===== src/rtl/mtflru_pkg.sv =====
// Package for the move-to-front LRU tail core: word widths, reset length
// and the control struct broadcast from the core to every list cell.
// No dependencies.
`timescale 1ns / 1ps
`default_nettype none

package mtflru_pkg;

  localparam int WORD_W = 8;
  localparam int LEN_W = 5;
  localparam int TAIL_W = 5;
  localparam int DEPTH_DEFAULT = 16;
  localparam logic [LEN_W-1:0] LIST_LENGTH_RESET = 5'd16;

  typedef struct packed {
    logic load;
    logic sample;
    logic move;
  } cell_ctrl_t;

endpackage

`default_nettype wire


===== src/rtl/mtflru_cell.sv =====
// One list cell: holds one entry, compares it to a request and on a move
// takes its front neighbor's entry if it or one behind hit. Depends on mtflru_pkg.
`timescale 1ns / 1ps
`default_nettype none

module mtflru_cell
  import mtflru_pkg::*;
#(
  parameter int DEPTH = DEPTH_DEFAULT,
  parameter int INDEX = 0,
  localparam int CNT_W = $clog2(DEPTH + 1)
) (
  input  wire              clk,
  input  wire cell_ctrl_t  ctrl,
  input  wire  [CNT_W-1:0] load_count,
  input  wire  [WORD_W-1:0] cmp_value,
  input  wire  [WORD_W-1:0] prev_value,
  input  wire              seen_in,
  output logic             seen_out,
  output logic [WORD_W-1:0] value,
  output logic [WORD_W-1:0] value_next
);

  localparam logic [CNT_W-1:0] IDX_C = CNT_W'(INDEX);
  localparam logic [WORD_W-1:0] LOAD_C = WORD_W'(INDEX + 1);

  logic hit;
  logic take;

  assign seen_out = seen_in | hit;
  assign take = ctrl.move & (hit | seen_in);

  always_comb begin
    priority if (ctrl.load) begin
      value_next = (IDX_C < load_count) ? LOAD_C : '0;
    end else if (take) begin
      value_next = prev_value;
    end else begin
      value_next = value;
    end
  end

  always_ff @(posedge clk) begin
    value <= value_next;
    if (ctrl.sample) begin
      hit <= (value == cmp_value) && (cmp_value != '0);
    end
  end

endmodule

`default_nettype wire


===== src/rtl/move_to_front_lru_tail_core.sv =====
// Move-to-front LRU tracker top level: a chain of list cells, the request
// and result registers and the length register. Depends on mtflru_pkg and
// mtflru_cell.
//
//   Channel   Direction  Handshake                  Payload
//   in        input      in_valid / in_stall        request_value
//   out       output     out_valid / out_stall      tail_value, rejected
//   config    input      list_length_we             list_length
//
// For each word, every cell compares its entry in the accept cycle; then
// the match ripples toward the front through the cells while the list
// shifts and the result register loads. The next word is taken only after
// that move. Reset loads the list as 1..min(16, DEPTH). While the result
// register is full and stalled, the move waits and in_stall stays high.
`timescale 1ns / 1ps
`default_nettype none

module move_to_front_lru_tail_core
  import mtflru_pkg::*;
#(
  parameter int DEPTH = DEPTH_DEFAULT
) (
  input  wire               clk,
  input  wire               rst,
  input  wire               list_length_we,
  input  wire  [LEN_W-1:0]  list_length,
  input  wire               in_valid,
  output logic              in_stall,
  input  wire  [WORD_W-1:0] request_value,
  output logic              out_valid,
  input  wire               out_stall,
  output logic [TAIL_W-1:0] tail_value,
  output logic              rejected
);

  localparam int CNT_W = $clog2(DEPTH + 1);
  localparam int IDX_W = $clog2(DEPTH);
  localparam int CMP_W = (CNT_W > LEN_W) ? CNT_W : LEN_W;
  localparam logic [CMP_W-1:0] DEPTH_C = CMP_W'(DEPTH);

  logic              busy;
  logic [WORD_W-1:0] request;
  logic [CNT_W-1:0]  count;
  logic [CMP_W-1:0]  len_src;
  logic [CMP_W-1:0]  len_sat;
  logic [CNT_W-1:0]  load_count;
  logic [IDX_W-1:0]  tail_idx;
  logic              accept;
  logic              finish;
  cell_ctrl_t        ctrl;

  logic [WORD_W-1:0] values [DEPTH];
  logic [WORD_W-1:0] values_next [DEPTH];
  logic [DEPTH:0]    seen;

  assign len_src = CMP_W'(rst ? LIST_LENGTH_RESET : list_length);

  always_comb begin
    priority if (len_src == '0) begin
      len_sat = CMP_W'(1);
    end else if (len_src > DEPTH_C) begin
      len_sat = DEPTH_C;
    end else begin
      len_sat = len_src;
    end
  end

  assign load_count = CNT_W'(len_sat);
  assign tail_idx = IDX_W'(count - CNT_W'(1));

  assign in_stall = busy;
  assign accept = in_valid & ~busy;
  assign finish = busy & (~out_valid | ~out_stall);

  assign ctrl.load = rst | list_length_we;
  assign ctrl.sample = accept;
  assign ctrl.move = finish;

  assign seen[DEPTH] = 1'b0;

  for (genvar i = 0; i < DEPTH; i++) begin : g_cell
    logic [WORD_W-1:0] prev;
    if (i == 0) begin : g_front
      assign prev = request;
    end else begin : g_inner
      assign prev = values[i-1];
    end
    mtflru_cell #(
      .DEPTH(DEPTH),
      .INDEX(i)
    ) u_cell (
      .clk       (clk),
      .ctrl      (ctrl),
      .load_count(load_count),
      .cmp_value (request_value),
      .prev_value(prev),
      .seen_in   (seen[i+1]),
      .seen_out  (seen[i]),
      .value     (values[i]),
      .value_next(values_next[i])
    );
  end

  always_ff @(posedge clk) begin
    if (rst) begin
      busy <= 1'b0;
      out_valid <= 1'b0;
      count <= load_count;
    end else begin
      if (list_length_we) begin
        count <= load_count;
      end
      if (accept) begin
        busy <= 1'b1;
      end else if (finish) begin
        busy <= 1'b0;
      end
      if (finish) begin
        out_valid <= 1'b1;
      end else if (!out_stall) begin
        out_valid <= 1'b0;
      end
    end
  end

  always_ff @(posedge clk) begin
    if (accept) begin
      request <= request_value;
    end
    if (finish) begin
      tail_value <= TAIL_W'(values_next[tail_idx]);
      rejected <= ~seen[0];
    end
  end

endmodule

`default_nettype wire

===== config.mk =====
export PLATFORM = sky130hd
export DESIGN_NAME = move_to_front_lru_tail_core
export DESIGN_NICKNAME = d
export VERILOG_FILES = /design/src/rtl/mtflru_pkg.sv /design/src/rtl/mtflru_cell.sv /design/src/rtl/move_to_front_lru_tail_core.sv
export SDC_FILE = /design/constraint.sdc
export NUM_CORES = 1
export LEC_CHECK = 0
export BUFFER_PORTS_ARGS = -buffer_cell sky130_fd_sc_hd__buf_2
export CAP_MARGIN = 25
export CORE_AREA = 2 2 159 146
export CTS_CLUSTER_DIAMETER = 200
export DETAILED_ROUTE_END_ITERATION = 12
export DIE_AREA = 0 0 161 148
export GPL_ROUTABILITY_DRIVEN = 0
export PLACE_DENSITY = 0.67
export REMOVE_ABC_BUFFERS = 1
export SYNTH_ARGS = -nofsm -noshare
export SYNTH_HDL_FRONTEND = slang
export SYNTH_HIERARCHICAL = 1
export SYNTH_SLANG_ARGS = --single-unit

===== constraint.sdc =====
create_clock -name clk -period 8.35 [get_ports clk]
set_input_delay 0.4175 -clock clk [delete_from_list [all_inputs] [get_ports clk]]
set_output_delay 0.4175 -clock clk [all_outputs]
set_load 0.05 [all_outputs]

; ---- Yosys cells after proc, flatten, opt, wreduce, memory -nomap -nowiden
; Cells that the tools add are included.
[word_totals]
ff_bits = 164
input_bits = 18
out_inout_bits = 8
[op_classes]
n_addsub = 1
order_cmp = 18
eq_ne = 17
n_mux = 60
n_bitwise = 40
reduce_logical = 20
[op_table]
columns = op, n
row1 = $mux W8, 32
row2 = $eq A8 B8 Y1, 16
row3 = $lt A4 B5 Y1 const A, 8
row4 = $mux W4, 10
row5 = $bmux W8 S4, 1
row6 = $mux W5, 6
row7 = $lt A3 B5 Y1 const A, 4
row8 = $and A1 B1 Y1, 18
row9 = $or A1 B1 Y1, 17
row10 = $logic_and A1 B1 Y1, 16
row11 = $mux W3, 4
row12 = $lt A1 B5 Y1 const A, 2
row13 = $lt A2 B5 Y1 const A, 2
row14 = $reduce_bool A8 Y1, 1
row15 = $ge A5 B5 Y1 const B, 1
row16 = $gt A5 B5 Y1 const B, 1
row17 = $logic_not A5 Y1, 1
row18 = $mux W1, 5
row19 = $not A4 Y5, 1
row20 = $mux W2, 2
row21 = $not A1 Y1, 4
row22 = $reduce_bool A2 Y1, 2
row23 = $sub A4 B1 Y4 const B, 1
row24 = $ne A2 B1 Y1 const B, 1

; ---- Logic depth before layout (Yosys ltp)
[depth]
depth_word = 21
ltp_mapped = 22
mapped_depth_nobuf = 22

; ---- Hierarchy
; The synthesis kept the hierarchy.
[by_module_without_submodules]
columns = module, instances, cells_each, area_per_inst_um2, seq_area_each_um2
row1 = move_to_front_lru_tail_core, 1, 154, 1556.5, 580.6
row2 = mtflru_cell at g_cell[5].u_cell ..., 2, 52, 441.7, 190.2
row3 = mtflru_cell at g_cell[10].u_cell, 1, 43, 467.9, 190.2
row4 = mtflru_cell at g_cell[0].u_cell, 1, 43, 459.2, 190.2
row5 = mtflru_cell at g_cell[6].u_cell, 1, 43, 457.9, 190.2
row6 = mtflru_cell at g_cell[12].u_cell, 1, 43, 455.4, 190.2
row7 = mtflru_cell at g_cell[11].u_cell, 1, 52, 451.7, 190.2
row8 = mtflru_cell at g_cell[13].u_cell, 1, 43, 451.7, 190.2
row9 = mtflru_cell at g_cell[1].u_cell, 1, 42, 449.2, 190.2
row10 = mtflru_cell at g_cell[14].u_cell, 1, 43, 447.9, 190.2
row11 = mtflru_cell at g_cell[7].u_cell, 1, 42, 446.7, 190.2
row12 = mtflru_cell at g_cell[2].u_cell, 1, 52, 445.4, 190.2
row13 = mtflru_cell at g_cell[15].u_cell, 1, 41, 442.9, 190.2
row14 = mtflru_cell at g_cell[3].u_cell, 1, 42, 440.4, 190.2
row15 = 2 more rows, --, --, --, --

; ---- Worst setup path after synthesis
; Ideal clock, no wire load.
[synth_timing]
path_kind = register to register
startpoint = register g_cell[15].u_cell.hit
endpoint = register tail_value[0] (data pin)
setup_ns = 0.260
t_arrival_ns = 6.095
t_required_ns = 8.090
slack_ns = 1.995
path_stages_with_launch = 23
n_path_buf = 0
period_less_slack_ns = 6.355
cell_sequence = edfxtp_1 -> or2_2 -> or2_1 -> or2_1 -> or2_1 -> or2_1 -> or2_1 -> or2_2 -> or2_2 -> or2_1 -> or2_1 -> or2_2 -> or2_2 -> or2_1 -> or2_2 -> or2_1 -> o21ai_4 -> mux2_4 -> a2bb2oi_2 -> mux2i_1 -> and3_1 -> nor4_1 -> mux2_2
[synth_rtl]
columns = element, line
row1 = "start, declared", mtflru_cell.sv:27  ; logic hit;
row2 = "start signal, assigned", mtflru_cell.sv:46  ; hit <= (value == cmp_value) && (cmp_value != '0);
row3 = "end signal, assigned", move_to_front_lru_tail_core.sv:131  ; tail_value <= TAIL_W'(values_next[tail_idx]);
row4 = "end, declared", move_to_front_lru_tail_core.sv:32  ; output logic [TAIL_W-1:0] tail_value,

==> results.ini <==
[status]
status = finished, final reports clean

[timing]
max_slew_margin_pct = 28.0
hold_viol = 0
finalCritPeriodShare_pct = 81.5
tightest_slew_ns = 1.08
max_clock_freq_mhz = 147
setup_tns_ns = 0
fin_crit_ns = 6.81
grt_setup_unrepaired = no
timing.final.max_slew_violations = 0
finalClockSkew_ns = 0.00818
setup_violations = 0

[detailed_routing]
wl_per_cell_um = 19.3
drc = 0
viasPerCell = 5.60
vias = 6855
detail-route-antenna-nets = 0
drt-total-wl_mm = 23.6
drtIter0Drc = 755
dr.pass1.iters = 5

[floorplan]
ioPinCount = 26
die_area_um2 = 23800
die_height_um = 148
core_um2 = 22100
die_x_um = 161
num_rows = 52
start_util_pct = 39.5

[synth]
ys_ff_latch = 164
synth.yosys.seq_area_share_pct = 41.5
synth_top_area_share_pct = 29.8
ys_async_sr_fraction_pct = 0
syn-cell-area_um2 = 8740
avgSynthCellArea_um2 = 9.79
yosys_warnings = 6
netlist_top_cells_count = dfxtp_1, mux2i_1, nand2_1
synthTopCellsByArea = dfxtp_1, mux2i_1, edfxtp_1, xnor2_1, xor2_1
syn_inst = 892
synth_ff_type = dfxtp_1
synth.distinct_cells = 50
yosysTopAreaCell = dfxtp_1
yosysMostFrequentCell = dfxtp_1
synth_edf_count = 34

[critical_path]
ff2ff_setup_slack_ns = 1.54
path_max_fanout = 8
critical_path.startpoint = g_cell[15].u_cell/hit
cp_top_family = simple AND/OR/NAND/NOR gates
crit_type = flop to flop
crit_arrival_ns = 6.98
max_stage_delay_ns = 0.42
cp.depth = 22
r2r-end = tail_value[0]
r2r_cells = 22
cp-start-kind = flop
crit_slowest_cell = edfxtp_1
critPathBufInv = 0
r2r-start = g_cell[15].u_cell/hit
crit_required_ns = 8.52
cpMostUsedCell = or2_1
crit_chain = or2_2, or2_1, or2_1, or2_1, or2_1, or2_1, or2_2, or2_2, or2_1, or2_1, or2_2, or2_2, or2_1, or2_2, or2_1, o21ai_4, mux2_4, a2bb2oi_2, mux2i_1, and3_1, nor4_1, mux2_2
crit_path_end_kind = flop
endpoint = tail_value[0]

[clocking]
cts_buffers = 17
cts_root_buffer = clkbuf_16
clock_latency_ns = 0.42
cts_hold_buffers = 0
cts_tree = built
cts.sinks = 164
cts_buffer_depth = 2
htree_levels = 4
cts_setup_buffers = 0
clkTransAtPathRegs_ns = 0.06
cts.repair.resized = 0

[power_and_ir_drop]
power_density_nw_per_um2 = 209
peakVddDrop_v = 0.000153
power_leakage_nw = 3.83

[grt]
grt_pass1_wl_mm = 37.4
grt.busiest_layer = met2
grt_start_max_net_pins = 63
grt_use_met1_pct = 28.3
grt_usage_pct = 20.0
grt_remaining_overflow = 0
gr-usage-met3_pct = 4.94
met2_usage_pct = 31.2
grt_pass1_vias = 6630
antenna_found_initial = 0

[worst_hold_path]
min_path_type = input pin to flop

[final_layout]
final_nets = 933
diodes = 0
area_growth_pct = 12.0
drive_above_1_share_pct = 11.8
postLayoutCoreUtil_pct = 44.2
fill_cells = 2099

[flow_run]
maxCapViolCount = 0

[placement]
portBuffers = 25
place_hpwl_mm = 14.7

-- registers in the layout (all words and copies together) (netlist names) --
name / flops
rejected: 1
g_cell.u_cell/value: 128
out_valid: 1
tail_value: 5
count: 4
g_cell.prev: 8
g_cell.u_cell/hit: 16
in_stall: 1
-- worst min path at each step --
stage	cells past startpoint	slack, ns	to	from
final	2	0.22	out_valid	rst
after global routing	2	0.21	in_stall	rst
after CTS	2	0.21	out_valid	rst
after detailed placement	2	0.48	g_cell[11].u_cell/value[7]	g_cell[11].u_cell/value[7]
after global placement	2	0.47	g_cell[8].u_cell/value[7]	g_cell[7].u_cell/value[7]
after floorplan	2	0.45	g_cell[0].u_cell/value[5]	g_cell[0].prev[5]
-- cell families (layout without fill, tap and decap cells) --
logic type,Yosys count,count (layout),share of synthesized area [%]
buffers and inverters,36,70,2.13
and+or+nand+nor,300,300,17.8
xor gates and xnor gates,131,131,13.1
adders and majority gates,1,1,0.143
DFF,164,164,41.5
muxes,112,112,13.0
other,1,2,0.0429
AOI/OAI and AO/OA,147,147,12.2
-- metal layers --
metal	share of wire, %	vias up
met3	6.6	25
met4	1.0	0
met1	48	3320
met2	45	240
li1	-	3270
met5	0	-
-- final cells by class --
cell class,instances,area [µm²],share of cell area [%]
tap,297,372,3.80
clock buffer,25,548,5.60
inverter,5,18.8,0.192
multi-input combinational,693,4950,50.6
clock inverter,7,86.3,0.882
timing repair buffer,33,185,1.89
sequential,164,3620,37.0
-- cells in the final DEF, fill, tap and decap left out, types with 13 or more instances in the layout --
cell type	count
xnor2_1	77
edfxtp_1	34
buf_2	25
nand4_1	19
a21oi_1	60
a211o_1	13
mux2i_1	104
nor2_1	67
nor4_1	46
o21ai_1	19
nand2_1	87
nor2b_1	20
clkbuf_16	19
xor2_1	53
dfxtp_1	130
a2111oi_0	20
and3_1	22
-- power breakdown --
part           leakage (nW)  switching [W]  internal (W)  total [W]
Sequential             1.40      0.0000307      0.000845   0.000876
Combinational          2.11       0.000213      0.000124   0.000337
Clock                 0.320       0.000319      0.000515   0.000834
Total                  3.83       0.000562       0.00148    0.00205
-- worst register-to-register path, stage by stage, from the launching register on --
cell	delay, ns
edfxtp_1	0.42
or2_2	0.34
or2_1	0.30
or2_1	0.29
or2_1	0.32
or2_1	0.31
or2_1	0.27
or2_2	0.34
or2_2	0.34
or2_1	0.29
or2_1	0.28
or2_2	0.32
or2_2	0.34
or2_1	0.28
or2_2	0.34
or2_1	0.29
o21ai_4	0.37
mux2_4	0.34
a2bb2oi_2	0.13
mux2i_1	0.13
and3_1	0.17
nor4_1	0.05
mux2_2	0.29
-- metrics by stage --
stage	power, W	hold slack [ns]	instances	instance area [µm²]	setup slack, ns
after detailed placement	0.00122	0.480	1192	9150	1.60
after CTS	0.00205	0.207	1224	9790	1.58
after floorplan	0.00111	0.453	862	8570	1.98
after global placement	0.00122	0.474	1192	9150	1.66
final	0.00205	0.218	1224	9790	1.54
after global routing	0.00212	0.215	1224	9790	1.34
Power figures use the tool's default switching activity.
